## src/rtl/core/assert_macros.svh

```systemverilog
// shared assertion macros for the cipher rtl
`ifndef ASSERT_MACROS_SVH
`define ASSERT_MACROS_SVH

`ifndef NO_ASSERTIONS

// same-cycle implication
`define ASSERT_IMP(lbl, clk, rst_n, ante, cons) \
  lbl: assert property (@(posedge clk) disable iff (!rst_n) (ante) |-> (cons)) \
    else $error("same-cycle check failed");

// next-cycle implication
`define ASSERT_NEXT(lbl, clk, rst_n, ante, cons) \
  lbl: assert property (@(posedge clk) disable iff (!rst_n) (ante) |=> (cons)) \
    else $error("next-cycle check failed");

`else

`define ASSERT_IMP(lbl, clk, rst_n, ante, cons)

`define ASSERT_NEXT(lbl, clk, rst_n, ante, cons)

`endif

`endif

```

## src/rtl/core/ctc_pkg.sv

```systemverilog
`default_nettype none

package ctc_pkg;

  localparam int MSG_MAX_DEF = 64;
  localparam int KEY_MAX_DEF = 16;
  localparam int KEY_CHARS   = 16;
  localparam int BYTE_W      = 8;
  localparam int CFG_AW      = 5;
  localparam int CFG_DW      = 64;

  localparam logic [BYTE_W-1:0] SPACE_CHAR = 8'h20;

  typedef struct packed {
    logic go;
    logic decrypt;
    logic ovf;
  } ctc_ctl_t;

  typedef struct packed {
    logic busy;
    logic done;
  } ctc_sts_t;

endpackage

`default_nettype wire

```

## src/rtl/core/ctc_ram.sv

```systemverilog
`default_nettype none

module ctc_ram #(
  parameter int WIDTH = ctc_pkg::BYTE_W,
  parameter int DEPTH = ctc_pkg::MSG_MAX_DEF
) (
  input  logic                                   clk,
  input  logic                                   we,
  input  logic [((DEPTH > 1) ? $clog2(DEPTH) : 1)-1:0] waddr,
  input  logic [WIDTH-1:0]                       wdata,
  input  logic [((DEPTH > 1) ? $clog2(DEPTH) : 1)-1:0] raddr,
  output logic [WIDTH-1:0]                       rdata
);

  logic [WIDTH-1:0] mem_r [DEPTH];

  always_ff @(posedge clk) begin
    if (we) begin
      mem_r[waddr] <= wdata;
    end
    rdata <= mem_r[raddr];
  end

endmodule

`default_nettype wire

```

## src/rtl/core/ctc_seq.sv

```systemverilog
`default_nettype none
`include "assert_macros.svh"

module ctc_seq #(
  parameter int MSG_MAX = ctc_pkg::MSG_MAX_DEF,
  parameter int KEY_MAX = ctc_pkg::KEY_MAX_DEF
) (
  input  logic                                      clk,
  input  logic                                      rst_n,
  input  ctc_pkg::ctc_ctl_t                         ctl,
  output ctc_pkg::ctc_sts_t                         sts,
  input  logic [$clog2(MSG_MAX + 1)-1:0]            n,
  input  logic [$clog2(KEY_MAX + 1)-1:0]            k,
  input  logic [8*ctc_pkg::KEY_CHARS-1:0]           key,
  output logic [((MSG_MAX > 1) ? $clog2(MSG_MAX) : 1)-1:0] ram_raddr,
  input  logic [ctc_pkg::BYTE_W-1:0]                ram_rdata,
  output logic                                      out_valid,
  input  logic                                      out_ready,
  output logic [ctc_pkg::BYTE_W-1:0]                out_byte,
  output logic                                      out_last,
  output logic                                      out_overflow
);

  import ctc_pkg::*;

  localparam int AW  = (MSG_MAX > 1) ? $clog2(MSG_MAX) : 1;
  localparam int CW  = $clog2(MSG_MAX + 1);
  localparam int KW  = (KEY_MAX > 1) ? $clog2(KEY_MAX) : 1;
  localparam int KLW = $clog2(KEY_MAX + 1);
  localparam int PW  = $clog2(MSG_MAX + KEY_MAX + 1);

  typedef enum logic [8:0] {
    S_IDLE  = 9'b000000001,
    S_DIV   = 9'b000000010,
    S_PICK  = 9'b000000100,
    S_RANK  = 9'b000001000,
    S_START = 9'b000010000,
    S_COL   = 9'b000100000,
    S_FETCH = 9'b001000000,
    S_CHECK = 9'b010000000,
    S_FLUSH = 9'b100000000
  } state_t;

  state_t state_r, state_nxt;

  logic [CW-1:0]     rem_r, rem_nxt;
  logic [CW-1:0]     rows_r, rows_nxt;
  logic [KW-1:0]     i_r, i_nxt;
  logic [KW-1:0]     j_r, j_nxt;
  logic [KW-1:0]     t_r, t_nxt;
  logic [KW-1:0]     c_r, c_nxt;
  logic [KW-1:0]     rank_r, rank_nxt;
  logic [BYTE_W-1:0] ci_r, ci_nxt;
  logic [CW-1:0]     acc_r, acc_nxt;
  logic [CW-1:0]     row_r, row_nxt;
  logic [PW-1:0]     p_r, p_nxt;
  logic [AW-1:0]     raddr_r, raddr_nxt;
  logic [BYTE_W-1:0] hold_r, hold_nxt;
  logic              hold_v_r, hold_v_nxt;
  logic              out_valid_r, out_valid_nxt;
  logic [BYTE_W-1:0] out_byte_r, out_byte_nxt;
  logic              out_last_r, out_last_nxt;
  logic              out_ovf_r, out_ovf_nxt;

  logic [KW-1:0] order_r [KEY_MAX];
  logic [CW-1:0] start_r [KEY_MAX];

  logic [BYTE_W-1:0] kc [KEY_MAX];
  logic [KW-1:0]     kaddr;
  logic [BYTE_W-1:0] kch;
  logic [KW-1:0]     last_col;
  logic              less;
  logic [KW-1:0]     rank_inc;
  logic [KW-1:0]     ord_c;
  logic              tall;
  logic [CW-1:0]     dec_addr;
  logic              out_free;
  logic              skip;
  logic              ord_we;
  logic              st_we;
  logic              done;

  always_comb begin
    for (int q = 0; q < KEY_MAX; q++) begin
      kc[q] = key[8*q +: 8];
    end
  end

  // single read port on the key chars: pick loads the pivot, rank scans them all
  assign kaddr    = (state_r == S_PICK) ? i_r : j_r;
  assign kch      = kc[kaddr];
  assign last_col = KW'(k - KLW'(1));
  assign less     = (kch < ci_r) || ((kch == ci_r) && (j_r < i_r));
  assign rank_inc = rank_r + KW'(less);
  assign ord_c    = order_r[t_r];
  // columns left of the remainder get one extra row
  assign tall     = int'(ord_c) < int'(rem_r);
  assign dec_addr = start_r[c_r] + row_r;
  assign out_free = !out_valid_r || out_ready;
  assign skip     = ctl.decrypt && (ram_rdata == SPACE_CHAR);

  always_comb begin
    state_nxt     = state_r;
    rem_nxt       = rem_r;
    rows_nxt      = rows_r;
    i_nxt         = i_r;
    j_nxt         = j_r;
    t_nxt         = t_r;
    c_nxt         = c_r;
    rank_nxt      = rank_r;
    ci_nxt        = ci_r;
    acc_nxt       = acc_r;
    row_nxt       = row_r;
    p_nxt         = p_r;
    raddr_nxt     = raddr_r;
    hold_nxt      = hold_r;
    hold_v_nxt    = hold_v_r;
    out_valid_nxt = out_valid_r && !out_ready;
    out_byte_nxt  = out_byte_r;
    out_last_nxt  = out_last_r;
    out_ovf_nxt   = out_ovf_r;
    ord_we        = 1'b0;
    st_we         = 1'b0;
    done          = 1'b0;

    unique case (state_r)
      S_IDLE: begin
        if (ctl.go) begin
          rem_nxt   = n;
          rows_nxt  = '0;
          state_nxt = S_DIV;
        end
      end
      // repeated subtraction gives rows and remainder
      S_DIV: begin
        if (int'(rem_r) >= int'(k)) begin
          rem_nxt  = rem_r - CW'(k);
          rows_nxt = rows_r + CW'(1);
        end else begin
          i_nxt     = '0;
          state_nxt = S_PICK;
        end
      end
      S_PICK: begin
        ci_nxt    = kch;
        j_nxt     = '0;
        rank_nxt  = '0;
        state_nxt = S_RANK;
      end
      S_RANK: begin
        if (j_r == last_col) begin
          ord_we = 1'b1;
          if (i_r == last_col) begin
            t_nxt     = '0;
            acc_nxt   = '0;
            state_nxt = S_START;
          end else begin
            i_nxt     = i_r + KW'(1);
            state_nxt = S_PICK;
          end
        end else begin
          j_nxt    = j_r + KW'(1);
          rank_nxt = rank_inc;
        end
      end
      // running sum of column heights in rank order
      S_START: begin
        st_we   = 1'b1;
        acc_nxt = acc_r + rows_r + CW'(tall);
        if (t_r == last_col) begin
          if (ctl.decrypt) begin
            c_nxt     = '0;
            row_nxt   = '0;
            p_nxt     = '0;
            state_nxt = S_FETCH;
          end else begin
            t_nxt     = '0;
            state_nxt = S_COL;
          end
        end else begin
          t_nxt = t_r + KW'(1);
        end
      end
      S_COL: begin
        p_nxt     = PW'(ord_c);
        state_nxt = S_FETCH;
      end
      S_FETCH: begin
        if (ctl.decrypt) begin
          if (p_r >= PW'(n)) begin
            state_nxt = S_FLUSH;
          end else begin
            raddr_nxt = AW'(dec_addr);
            p_nxt     = p_r + PW'(1);
            if (c_r == last_col) begin
              c_nxt   = '0;
              row_nxt = row_r + CW'(1);
            end else begin
              c_nxt = c_r + KW'(1);
            end
            state_nxt = S_CHECK;
          end
        end else begin
          if (p_r >= PW'(n)) begin
            if (t_r == last_col) begin
              state_nxt = S_FLUSH;
            end else begin
              t_nxt     = t_r + KW'(1);
              state_nxt = S_COL;
            end
          end else begin
            raddr_nxt = AW'(p_r);
            p_nxt     = p_r + PW'(k);
            state_nxt = S_CHECK;
          end
        end
      end
      // one byte stays back so the final one can carry the last flag
      S_CHECK: begin
        if (skip) begin
          state_nxt = S_FETCH;
        end else if (!hold_v_r) begin
          hold_nxt   = ram_rdata;
          hold_v_nxt = 1'b1;
          state_nxt  = S_FETCH;
        end else if (out_free) begin
          out_valid_nxt = 1'b1;
          out_byte_nxt  = hold_r;
          out_last_nxt  = 1'b0;
          out_ovf_nxt   = ctl.ovf;
          hold_nxt      = ram_rdata;
          state_nxt     = S_FETCH;
        end
      end
      S_FLUSH: begin
        if (!hold_v_r) begin
          done      = 1'b1;
          state_nxt = S_IDLE;
        end else if (out_free) begin
          out_valid_nxt = 1'b1;
          out_byte_nxt  = hold_r;
          out_last_nxt  = 1'b1;
          out_ovf_nxt   = ctl.ovf;
          hold_v_nxt    = 1'b0;
          done          = 1'b1;
          state_nxt     = S_IDLE;
        end
      end
      default: begin
        state_nxt = S_IDLE;
      end
    endcase
  end

  always_ff @(posedge clk) begin
    if (!rst_n) begin
      state_r     <= S_IDLE;
      hold_v_r    <= 1'b0;
      out_valid_r <= 1'b0;
    end else begin
      state_r     <= state_nxt;
      hold_v_r    <= hold_v_nxt;
      out_valid_r <= out_valid_nxt;
    end
  end

  always_ff @(posedge clk) begin
    rem_r      <= rem_nxt;
    rows_r     <= rows_nxt;
    i_r        <= i_nxt;
    j_r        <= j_nxt;
    t_r        <= t_nxt;
    c_r        <= c_nxt;
    rank_r     <= rank_nxt;
    ci_r       <= ci_nxt;
    acc_r      <= acc_nxt;
    row_r      <= row_nxt;
    p_r        <= p_nxt;
    raddr_r    <= raddr_nxt;
    hold_r     <= hold_nxt;
    out_byte_r <= out_byte_nxt;
    out_last_r <= out_last_nxt;
    out_ovf_r  <= out_ovf_nxt;
    if (ord_we) begin
      order_r[rank_inc] <= i_r;
    end
    if (st_we) begin
      start_r[ord_c] <= acc_r;
    end
  end

  // ram sees the next address so data is ready in the check cycle
  assign ram_raddr    = raddr_nxt;
  assign sts.busy     = (state_r != S_IDLE);
  assign sts.done     = done;
  assign out_valid    = out_valid_r;
  assign out_byte     = out_byte_r;
  assign out_last     = out_last_r;
  assign out_overflow = out_ovf_r;

  `ASSERT_IMP(a_dec_addr_in_range, clk, rst_n, (state_r == S_FETCH) && ctl.decrypt && (p_r < PW'(n)), int'(dec_addr) < int'(n))
  `ASSERT_IMP(a_rank_in_range, clk, rst_n, state_r == S_RANK, (int'(i_r) < int'(k)) && (int'(j_r) < int'(k)))
  `ASSERT_IMP(a_idle_no_hold, clk, rst_n, state_r == S_IDLE, !hold_v_r)
  `ASSERT_NEXT(a_check_addr_held, clk, rst_n, (state_r == S_CHECK) && (state_nxt == S_CHECK), $stable(raddr_r))

endmodule

`default_nettype wire

```

## src/rtl/core/columnar_transposition_cipher_top.sv

```systemverilog
// keyed columnar transposition cipher
// input channel (in_valid/in_ready): one message byte per beat, in_last marks
// the final byte. bytes load at one per cycle while in_ready is high; in encrypt
// mode spaces are not stored, bytes beyond MSG_MAX are dropped and flag
// overflow on every result. after the final byte the block goes busy (in_ready
// low) and runs one shared sequencer: repeated subtraction for rows and
// remainder, key compares for the column ranking, the column start offsets,
// then the message walk over the byte ram, a fetch and a check state per byte
// read (a column step per column in encrypt, a flush), waiting on output stalls.
// output channel (out_valid/out_ready): one transposed byte per beat, out_last
// on the final one; a message that leaves nothing to emit gives no beat.
// a stalled receiver holds the output register and the walk waits on it; the
// final byte may sit in that register while the next message loads.
// config is an apb port (key length, two 64-bit key words, direction),
// to be changed only between messages. reset is synchronous, active low: it
// empties the buffer and sets key length 1, zero key, encrypt.
`default_nettype none

module columnar_transposition_cipher_top #(
  parameter int MSG_MAX = ctc_pkg::MSG_MAX_DEF,
  parameter int KEY_MAX = ctc_pkg::KEY_MAX_DEF
) (
  input  logic                          clk,
  input  logic                          rst_n,
  input  logic                          in_valid,
  output logic                          in_ready,
  input  logic [ctc_pkg::BYTE_W-1:0]    in_byte,
  input  logic                          in_last,
  output logic                          out_valid,
  input  logic                          out_ready,
  output logic [ctc_pkg::BYTE_W-1:0]    out_byte,
  output logic                          out_last,
  output logic                          out_overflow,
  input  logic                          cfg_psel,
  input  logic                          cfg_penable,
  input  logic                          cfg_pwrite,
  input  logic [ctc_pkg::CFG_AW-1:0]    cfg_paddr,
  input  logic [ctc_pkg::CFG_DW-1:0]    cfg_pwdata,
  output logic [ctc_pkg::CFG_DW-1:0]    cfg_prdata,
  output logic                          cfg_pready
);

  import ctc_pkg::*;

  localparam int AW  = (MSG_MAX > 1) ? $clog2(MSG_MAX) : 1;
  localparam int CW  = $clog2(MSG_MAX + 1);
  localparam int KLW = $clog2(KEY_MAX + 1);

  typedef enum logic [1:0] {
    REG_KEY_LEN = 2'd0,
    REG_KEY_LO  = 2'd1,
    REG_KEY_HI  = 2'd2,
    REG_DIR     = 2'd3
  } cfg_reg_t;

  logic [4:0]        key_len_r;
  logic [63:0]       key_lo_r;
  logic [63:0]       key_hi_r;
  logic              dir_r;
  logic [CW-1:0]     count_r;
  logic              ovf_r;
  logic              go_r;

  cfg_reg_t          reg_idx;
  logic              cfg_wr;
  logic [KLW-1:0]    k;
  logic              in_acc;
  logic              keep;
  logic              room;
  logic              ram_we;
  logic [AW-1:0]     ram_raddr;
  logic [BYTE_W-1:0] ram_rdata;
  ctc_ctl_t          ctl;
  ctc_sts_t          sts;

  assign reg_idx    = cfg_reg_t'(cfg_paddr[4:3]);
  assign cfg_wr     = cfg_psel && cfg_penable && cfg_pwrite;
  assign cfg_pready = 1'b1;

  always_ff @(posedge clk) begin
    if (!rst_n) begin
      key_len_r <= 5'd1;
      key_lo_r  <= '0;
      key_hi_r  <= '0;
      dir_r     <= 1'b0;
    end else if (cfg_wr) begin
      unique case (reg_idx)
        REG_KEY_LEN: key_len_r <= cfg_pwdata[4:0];
        REG_KEY_LO:  key_lo_r  <= cfg_pwdata;
        REG_KEY_HI:  key_hi_r  <= cfg_pwdata;
        REG_DIR:     dir_r     <= cfg_pwdata[0];
        default:     key_len_r <= key_len_r;
      endcase
    end
  end

  always_comb begin
    unique case (reg_idx)
      REG_KEY_LEN: cfg_prdata = CFG_DW'(key_len_r);
      REG_KEY_LO:  cfg_prdata = key_lo_r;
      REG_KEY_HI:  cfg_prdata = key_hi_r;
      REG_DIR:     cfg_prdata = CFG_DW'(dir_r);
      default:     cfg_prdata = '0;
    endcase
  end

  // zero means one column, anything past the grid width is clamped
  always_comb begin
    priority if (key_len_r == 5'd0) begin
      k = KLW'(1);
    end else if (int'(key_len_r) > KEY_MAX) begin
      k = KLW'(KEY_MAX);
    end else begin
      k = KLW'(key_len_r);
    end
  end

  assign in_ready = !sts.busy && !go_r;
  assign in_acc   = in_valid && in_ready;
  assign keep     = dir_r || (in_byte != SPACE_CHAR);
  assign room     = int'(count_r) < MSG_MAX;
  assign ram_we   = in_acc && keep && room;

  always_ff @(posedge clk) begin
    if (!rst_n) begin
      count_r <= '0;
      ovf_r   <= 1'b0;
      go_r    <= 1'b0;
    end else begin
      go_r <= in_acc && in_last;
      if (sts.done) begin
        count_r <= '0;
        ovf_r   <= 1'b0;
      end else if (in_acc && keep) begin
        if (room) begin
          count_r <= count_r + CW'(1);
        end else begin
          ovf_r <= 1'b1;
        end
      end
    end
  end

  assign ctl.go      = go_r;
  assign ctl.decrypt = dir_r;
  assign ctl.ovf     = ovf_r;

  ctc_ram #(
    .WIDTH (BYTE_W),
    .DEPTH (MSG_MAX)
  ) u_msg_ram (
    .clk   (clk),
    .we    (ram_we),
    .waddr (AW'(count_r)),
    .wdata (in_byte),
    .raddr (ram_raddr),
    .rdata (ram_rdata)
  );

  ctc_seq #(
    .MSG_MAX (MSG_MAX),
    .KEY_MAX (KEY_MAX)
  ) u_seq (
    .clk          (clk),
    .rst_n        (rst_n),
    .ctl          (ctl),
    .sts          (sts),
    .n            (count_r),
    .k            (k),
    .key          ({key_hi_r, key_lo_r}),
    .ram_raddr    (ram_raddr),
    .ram_rdata    (ram_rdata),
    .out_valid    (out_valid),
    .out_ready    (out_ready),
    .out_byte     (out_byte),
    .out_last     (out_last),
    .out_overflow (out_overflow)
  );

endmodule

`default_nettype wire
```

## config.mk

```make
export PLATFORM = sky130hd
export DESIGN_NAME = columnar_transposition_cipher_top
export DESIGN_NICKNAME = d
export VERILOG_FILES = /design/src/rtl/core/ctc_pkg.sv /design/src/rtl/core/ctc_ram.sv /design/src/rtl/core/ctc_seq.sv /design/src/rtl/core/columnar_transposition_cipher_top.sv
export VERILOG_INCLUDE_DIRS = /design/src /design/src/rtl/core
export SDC_FILE = /design/constraint.sdc
export NUM_CORES = 2
export LEC_CHECK = 0
export BUFFER_PORTS_ARGS = -buffer_cell sky130_fd_sc_hd__buf_2
export CAP_MARGIN = 20
export CORE_UTILIZATION = 41
export DETAILED_ROUTE_END_ITERATION = 7
export GPL_TIMING_DRIVEN = 0
export PLACE_DENSITY = 0.64
export SLEW_MARGIN = 0
export SYNTH_ARGS = -nofsm -noshare
export SYNTH_HDL_FRONTEND = slang
export SYNTH_HIERARCHICAL = 1
export SYNTH_SLANG_ARGS = --single-unit
export TNS_END_PERCENT = 50
```

## constraint.sdc

```tcl
create_clock -name clk -period 7.61 [get_ports clk]
set_clock_uncertainty 0.15 [all_clocks]
set_input_delay 0.3805 -clock clk [delete_from_list [all_inputs] [get_ports clk]]
set_output_delay 0.3805 -clock clk [all_outputs]
set_load 0.02 [all_outputs]
```

Word level (Yosys, flattened, before mapping)

Memories as Yosys holds them, arrays and structs flattened. A register that Yosys moved wholly into a read port is not among the register bits.
Index checks and enable logic that the tools add are counted.

Register bits: 241
Bits in writable memories: 688
Input port bits: 85
Output and inout port bits: 77
Word-level logic and storage cells: 252
Memories: 3

Memory list:

| name            | depth | width | read ports | clocked after memory_dff | write ports | RTL line      | text |
|---|---|---|---|---|---|---|---|
| u_msg_ram.mem_r | 64    | 8     | 1          | 1                        | 1           | ctc_ram.sv:15 | `logic [WIDTH-1:0] mem_r [DEPTH];` |
| u_seq.start_r   | 16    | 7     | 1          | 1                        | 1           | ctc_seq.sv:66 | `logic [CW-1:0] start_r [KEY_MAX];` |
| u_seq.order_r   | 16    | 4     | 1          | 1                        | 1           | ctc_seq.sv:65 | `logic [KW-1:0] order_r [KEY_MAX];` |

$add $sub $neg: 15
Order comparisons: 8
Eq/ne operators: 44
Multiplexer cells: 106
Bitwise logic cells: 4
Reductions and logical operators: 46

Operator list:

| kind                                                  | number |
|---|---|
| case mux 64 bit (4 select lines)                      | 1 |
| two-way mux 9 bit                                     | 13 |
| two-way mux 7 bit                                     | 15 |
| case mux 9 bit (9 select lines)                       | 1 |
| two-way mux 4 bit                                     | 20 |
| two-way mux 8 bit                                     | 7 |
| case mux 7 bit (2 select lines)                       | 4 |
| binary-select mux 8 bit (select 4 bit)                | 1 |
| case mux 4 bit (2 select lines)                       | 4 |
| adder 7 x 1 -> 7 bit, second input constant           | 4 |
| two-way mux 1 bit                                     | 26 |
| two-way mux 6 bit                                     | 4 |
| inequality test 2 bit, second input constant          | 11 |
| case mux 7 bit (3 select lines)                       | 1 |
| inequality test 2 x 1 -> 1 bit, second input constant | 10 |
| AND reduction 6 bit                                   | 3 |
| adder 4 x 1 -> 4 bit, second input constant           | 4 |
| == test 4 bit                                         | 4 |
| case mux 8 bit (2 select lines)                       | 1 |
| AND reduction 2 bit                                   | 8 |
| two-way mux 5 bit                                     | 3 |
| case mux 4 bit (3 select lines)                       | 1 |
| nonzero test 2 bit                                    | 6 |
| logical AND 1 bit                                     | 10 |
| 45 further kinds                                      | 61 |

Logic depth before layout (Yosys ltp)

Depth in word-level cells: 12
Mapped depth: 25
Mapped depth without buffers: 21

Cells and area by module

Netlist, hierarchy kept.

By module, submodules not included:

| module                            | times used | cells an instance | area each (um^2) | seq. area each (um^2) |
|---|---|---|---|---|
| ctc_ram                           | 1          | 972               | 20,190.6         | 15,534.9 |
| ctc_seq                           | 1          | 969               | 13,226.4         | 7,647.3 |
| columnar_transposition_cipher_top | 1          | 728               | 6,204.7          | 2,862.7 |

Worst setup path after synthesis

Ideal clock, no wire load.

Kind: register -> register
Start point: register u_seq.state_r[1]
End point: memory u_seq/order_r[0][0] in the netlist's numbering, enable pin
Arrival: 5,066 ps
Required time: 7,131 ps
Slack: 2,065 ps
Stages on the path, launching flop included: 24
Path buffers: 3
Period minus slack after synthesis: 5,545 ps
Cell sequence: dfxtp_1 -> nor4_4 -> nand2_2 -> or2_1 -> buf_6 -> clkinv_8 -> mux2i_1 -> buf_6 -> buf_2 -> mux2i_1 -> o22ai_1 -> or4_1 -> ha_1 -> nor2b_1 -> o21a_1 -> o21ai_0 -> nand2b_1 -> a21oi_1 -> o21ai_0 -> o31ai_1 -> ha_1 -> ha_1 -> or4_1 -> nor2_1

Word-level cells in the longest chain between the ends: 10

RTL lines:

| what                                                                               | RTL line       | text |
|---|---|---|
| start: declaration                                                                 | ctc_seq.sv:44  | `state_t state_r, state_nxt;` |
| start signal: assignment                                                           | ctc_seq.sv:261 | `state_r <= state_nxt;` |
| == test 9 x 3 -> 1 bit (*)                                                         | ctc_seq.sv:90  | `assign kaddr = (state_r == S_PICK) ? i_r : j_r;` |
| two-way mux 4 bit (*)                                                              | ctc_seq.sv:90  |  |
| inverter 4 -> 5 bit (not written as such) (*)                                      | ctc_seq.sv:91  | `assign kch = kc[kaddr];` |
| binary-select mux 8 bit (select 4 bit) (*)                                         | ctc_seq.sv:91  |  |
| two-way mux 8 bit (not written as such) (*) (2 in series)                          | ctc_seq.sv:91  |  |
| via u_seq.kch[1]                                                                   | ctc_seq.sv:70  | `logic [BYTE_W-1:0] kch;` |
| parallel branches: the longest is 2 deep, another holds less-than comparator 8 bit | -              |  |
| logical OR 1 bit (*)                                                               | ctc_seq.sv:93  | `assign less = (kch < ci_r) \|\| ((kch == ci_r) && (j_r < i_r));` |
| adder 4 x 1 -> 4 bit (*)                                                           | ctc_seq.sv:94  | `assign rank_inc = rank_r + KW'(less);` |
| via u_seq.rank_inc[1]                                                              | ctc_seq.sv:73  | `logic [KW-1:0] rank_inc;` |
| end: declaration                                                                   | ctc_seq.sv:65  |  |

Mark *: on every way through the listed nets, which the timed path passes. The select of a mux whose other input is x is not followed.

Final worst setup path

Start point: register u_seq.state_r[1]
End point: memory u_seq/order_r[0][1] in the netlist's numbering, enable pin

Same word-level chain as after synthesis.

==> qor.csv <==
metric,value,unit
hold wc startpoint,cfg_paddr[3],
Hold Path End,dir_r,
root buf cell,clkbuf_16,
R2R Path Start,u_seq/state_r[1],
hpwl dp,78800,um
gp weighted congestion,0.996,
via total after detailed routing,25316,
CTS Sinks,926,
area of the mapped netlist,0.0396,mm2
drt pass-1 iters,6,
Port Buf Inserts,155,
R2R Setup Slk,0.71,ns
num rows,113,
sequential share of the synthesized area,65.7,%
slew of the pin with the lowest slew margin,1.17,ns
Clock Latency Late Sink,0.68,ns
final setup fails,0,
Hold Crit Depth,4,
outcome,completed,
vias in the first global route,24941,
wire per inst,25.9,um
critical path class,reg2reg,
I/O pins,162,
cell taking the most area after synthesis,edfxtp_1,
"Reg clk slew, reported paths",0.06,ns
WP data required,7.79,ns
"Net Count, Synth",2809,
setup TNS,0,ns
number of synthesized register bits,926,
initial DRC count,3032,
"Slew Viols, Final",0,
Tmin final,6.90,ns
WP data arrival,7.08,ns
VDD IR max,193,uV
antenna cells,0,
CTS Buf Count,97,
XOR/XNOR Fraction of Synth Area,1.31,%
syn avg cell area,14.8,um2
number of antenna violations at the first check in global routing,0,
deepest clock path buffer count,3,
Max Clock Freq,0.145,GHz
crit share post-route,90.7,%
Synth Flop Type,edfxtp_1,
post-synthesis cell count,2669,
Worst setup SP type,flip-flop,
Storage cell area,0.0260,mm2
synth warn,6,
die height,313,um
worst hold path type,in2reg,
DRC Markers,0,
area of the multi-input gates,0.0126,mm2
wire length of the first global-routing pass,165000,um
Reg2Reg Depth,23,
Pwr per Cell Area,228,mW/mm2
Final nets,3143,
Leakage,15.0,nW
Syn-to-layout area delta,16.1,%
RSZ-0062 raised after global routing,no,
die area,0.0979,mm2
Initial Util,41.6,%
main combinational cell family by area after synthesis,multiplexers,
"Max FO, Critical Path",16,
fillcell total,8185,
"EDFF count, synth",750,
routed wire length,113000,um
GRT Total Usage,22.8,%
CORE AREA,0.0953,mm2
drt via density,5.82,
H-tree levels,3,
post-synthesis mux area share,12.6,%
Post-Synth Adder-Cell Area,1.83,%
Final Hold Viols,0,
slew margin rel.,21.6,%
worst r2r dst,u_seq/order_r[0][1],
final antenna-violating net count,0,
largest net degree at the start of global routing,66,
ratio of cells with drive above 1 in the final layout,19.0,%
share of async-settable or async-resettable flops after synthesis,0,%
critical path endpoint category,flip-flop,
CTS tree,yes,
Synth area leaders,"edfxtp_1 (57%), mux4_2 (9.9%), dfxtp_1 (8.9%)",
Netlist cell types,79,
Max-Cap Viols,0,
Compound-Gate Fraction of Synth Area,7.40,%
gr ovfl total,0,
Yosys top cell area share,56.8,%
simple-gate share of the synthesized area,8.58,%
final core utilization,48.3,%
DIE WIDTH,313,um
## cells in the final DEF, fill, tap and decap left out, types with 15 or more instances in the layout
cell and n:
edfxtp_1 750, nand2_1 325, buf_2 204, nor2_1 200, dfxtp_1 176, mux4_2 175, a21boi_1 128, mux2i_1 101
clkbuf_16 101, clkbuf_1 89, dlygate4sd3_1 70, a22o_1 64, ha_1 50, o22ai_1 50, inv_1 42, nand3_1 38
nor2b_1 37, o21ai_0 36, a21oi_1 34, xnor2_1 29, nor3_1 20, nand2b_1 20, clkinv_1 20, xor2_1 20
buf_6 19, a31oi_1 16, o21ai_1 15, clkinv_2 15
## area by class of cell
class                      instances  share of cell area [%]
buffer                           153                    1.81
clock buffer                     131                    5.89
clock inverter                    48                   0.960
inverter                          47                   0.411
multi-input combinational       1543                    27.3
sequential                       926                    56.6
tap                             1265                    3.44
timing repair buffer             235                    3.61
## synthesized netlist by cell type (all sizes together) (50+ instances only)
library cell	n
edfxtp	750
nand2	328
nor2	200
dfxtp	176
mux4	175
a21boi	129
mux2i	101
buf	86
clkbuf	67
a22o	64
o21ai	51
ha	50
o22ai	50
## what timing repair did
action | in CTS | in global routing
hold buffers | 67 | 3
gates resized for setup | 0 | 0
setup buffers | 0 | 0
endpoints found under the hold margin | 137 | 35
## kinds of logic after synthesis
kind of cell	after synthesis
compound gates	410
xor+xnor	53
fa+ha+maj	55
buf+inv	200
flops	926
mux	278
other cells	1
simple gates	746
## metal layers
layer | global-route usage (%) | up-vias | wire length, um
met2 | 36.1 | 1245 | 52800
met3 | 4.76 | 244 | 9780
met4 | 8.20 | 0 | 4020
met5 | 0 | - | 0
li1 | - | 10882 | -
met1 | 31.1 | 12945 | 46100
## per-stage QoR
stage	cells	hold WS (ns)	worst slack, ns	instance area (um2)	power [mW]
after detailed placement	4093	0.255	0.877	42100	5.89
final	4348	0.0653	0.711	46000	10.5
after global routing	4348	0.0736	0.459	46000	10.8
after floorplan	2669	0.250	2.06	39600	5.73
after CTS	4339	0.0327	0.849	45900	10.6
after global placement	4089	0.259	0.877	42000	5.88
## report_power, final
group | total, mW | internal [mW] | switching, mW
Sequential | 5.50 | 5.48 | 0.0244
Clock | 4.67 | 2.71 | 1.96
Combinational | 0.323 | 0.118 | 0.205
Total | 10.5 | 8.30 | 2.19
## how the worst max path moves through the flow
stage | from | depth (start not counted) | to | slack [ns]
6_report | u_seq/state_r[1] | 23 | u_seq/order_r[0][1] | 0.71
5_1_grt | u_seq/state_r[1] | 23 | u_seq/order_r[8][2] | 0.46
4_1_cts | u_seq/state_r[1] | 23 | u_seq/order_r[4][0] | 0.85
3_5_place_dp | u_seq/state_r[1] | 23 | u_seq/order_r[12][1] | 0.88
3_3_place_gp | u_seq/state_r[1] | 23 | u_seq/order_r[4][3] | 0.88
2_1_floorplan | u_seq/state_r[1] | 23 | u_seq/order_r[0][0] | 2.06
## state kept, by name, summed over array words and instances, names as in the netlist, 7 cells and up, named ones only
| name | cells |
|---|---|
| count_r | 7 |
| key_hi_r | 64 |
| key_lo_r | 64 |
| u_msg_ram/mem_r | 512 |
| u_msg_ram/rdata | 8 |
| u_seq/ci_r | 8 |
| u_seq/hold_r | 8 |
| u_seq/order_r | 64 |
| u_seq/out_byte | 8 |
| u_seq/p_r | 7 |
| u_seq/rem_r | 7 |
| u_seq/start_r | 96 |
| u_seq/state_r | 9 |
## critical path: stages (launching register included)
cell and delay [ns]:
dfxtp_1 0.36, nor4_4 0.44, nand2_2 0.15, or2_1 0.28, buf_6 0.16, clkinv_8 0.09
mux2i_1 0.23, buf_6 0.23, buf_6 0.23, mux2i_1 0.32, o22ai_1 0.19, or4_1 0.61
ha_1 0.31, nor2b_1 0.13, o21a_1 0.16, o21ai_0 0.15, nand2b_1 0.07, a21oi_1 0.18
o21ai_0 0.10, o31ai_1 0.41, ha_1 0.28, ha_1 0.28, or4_1 0.65, nor2_1 0.38
No activity file was read; power rests on OpenSTA's default activity.
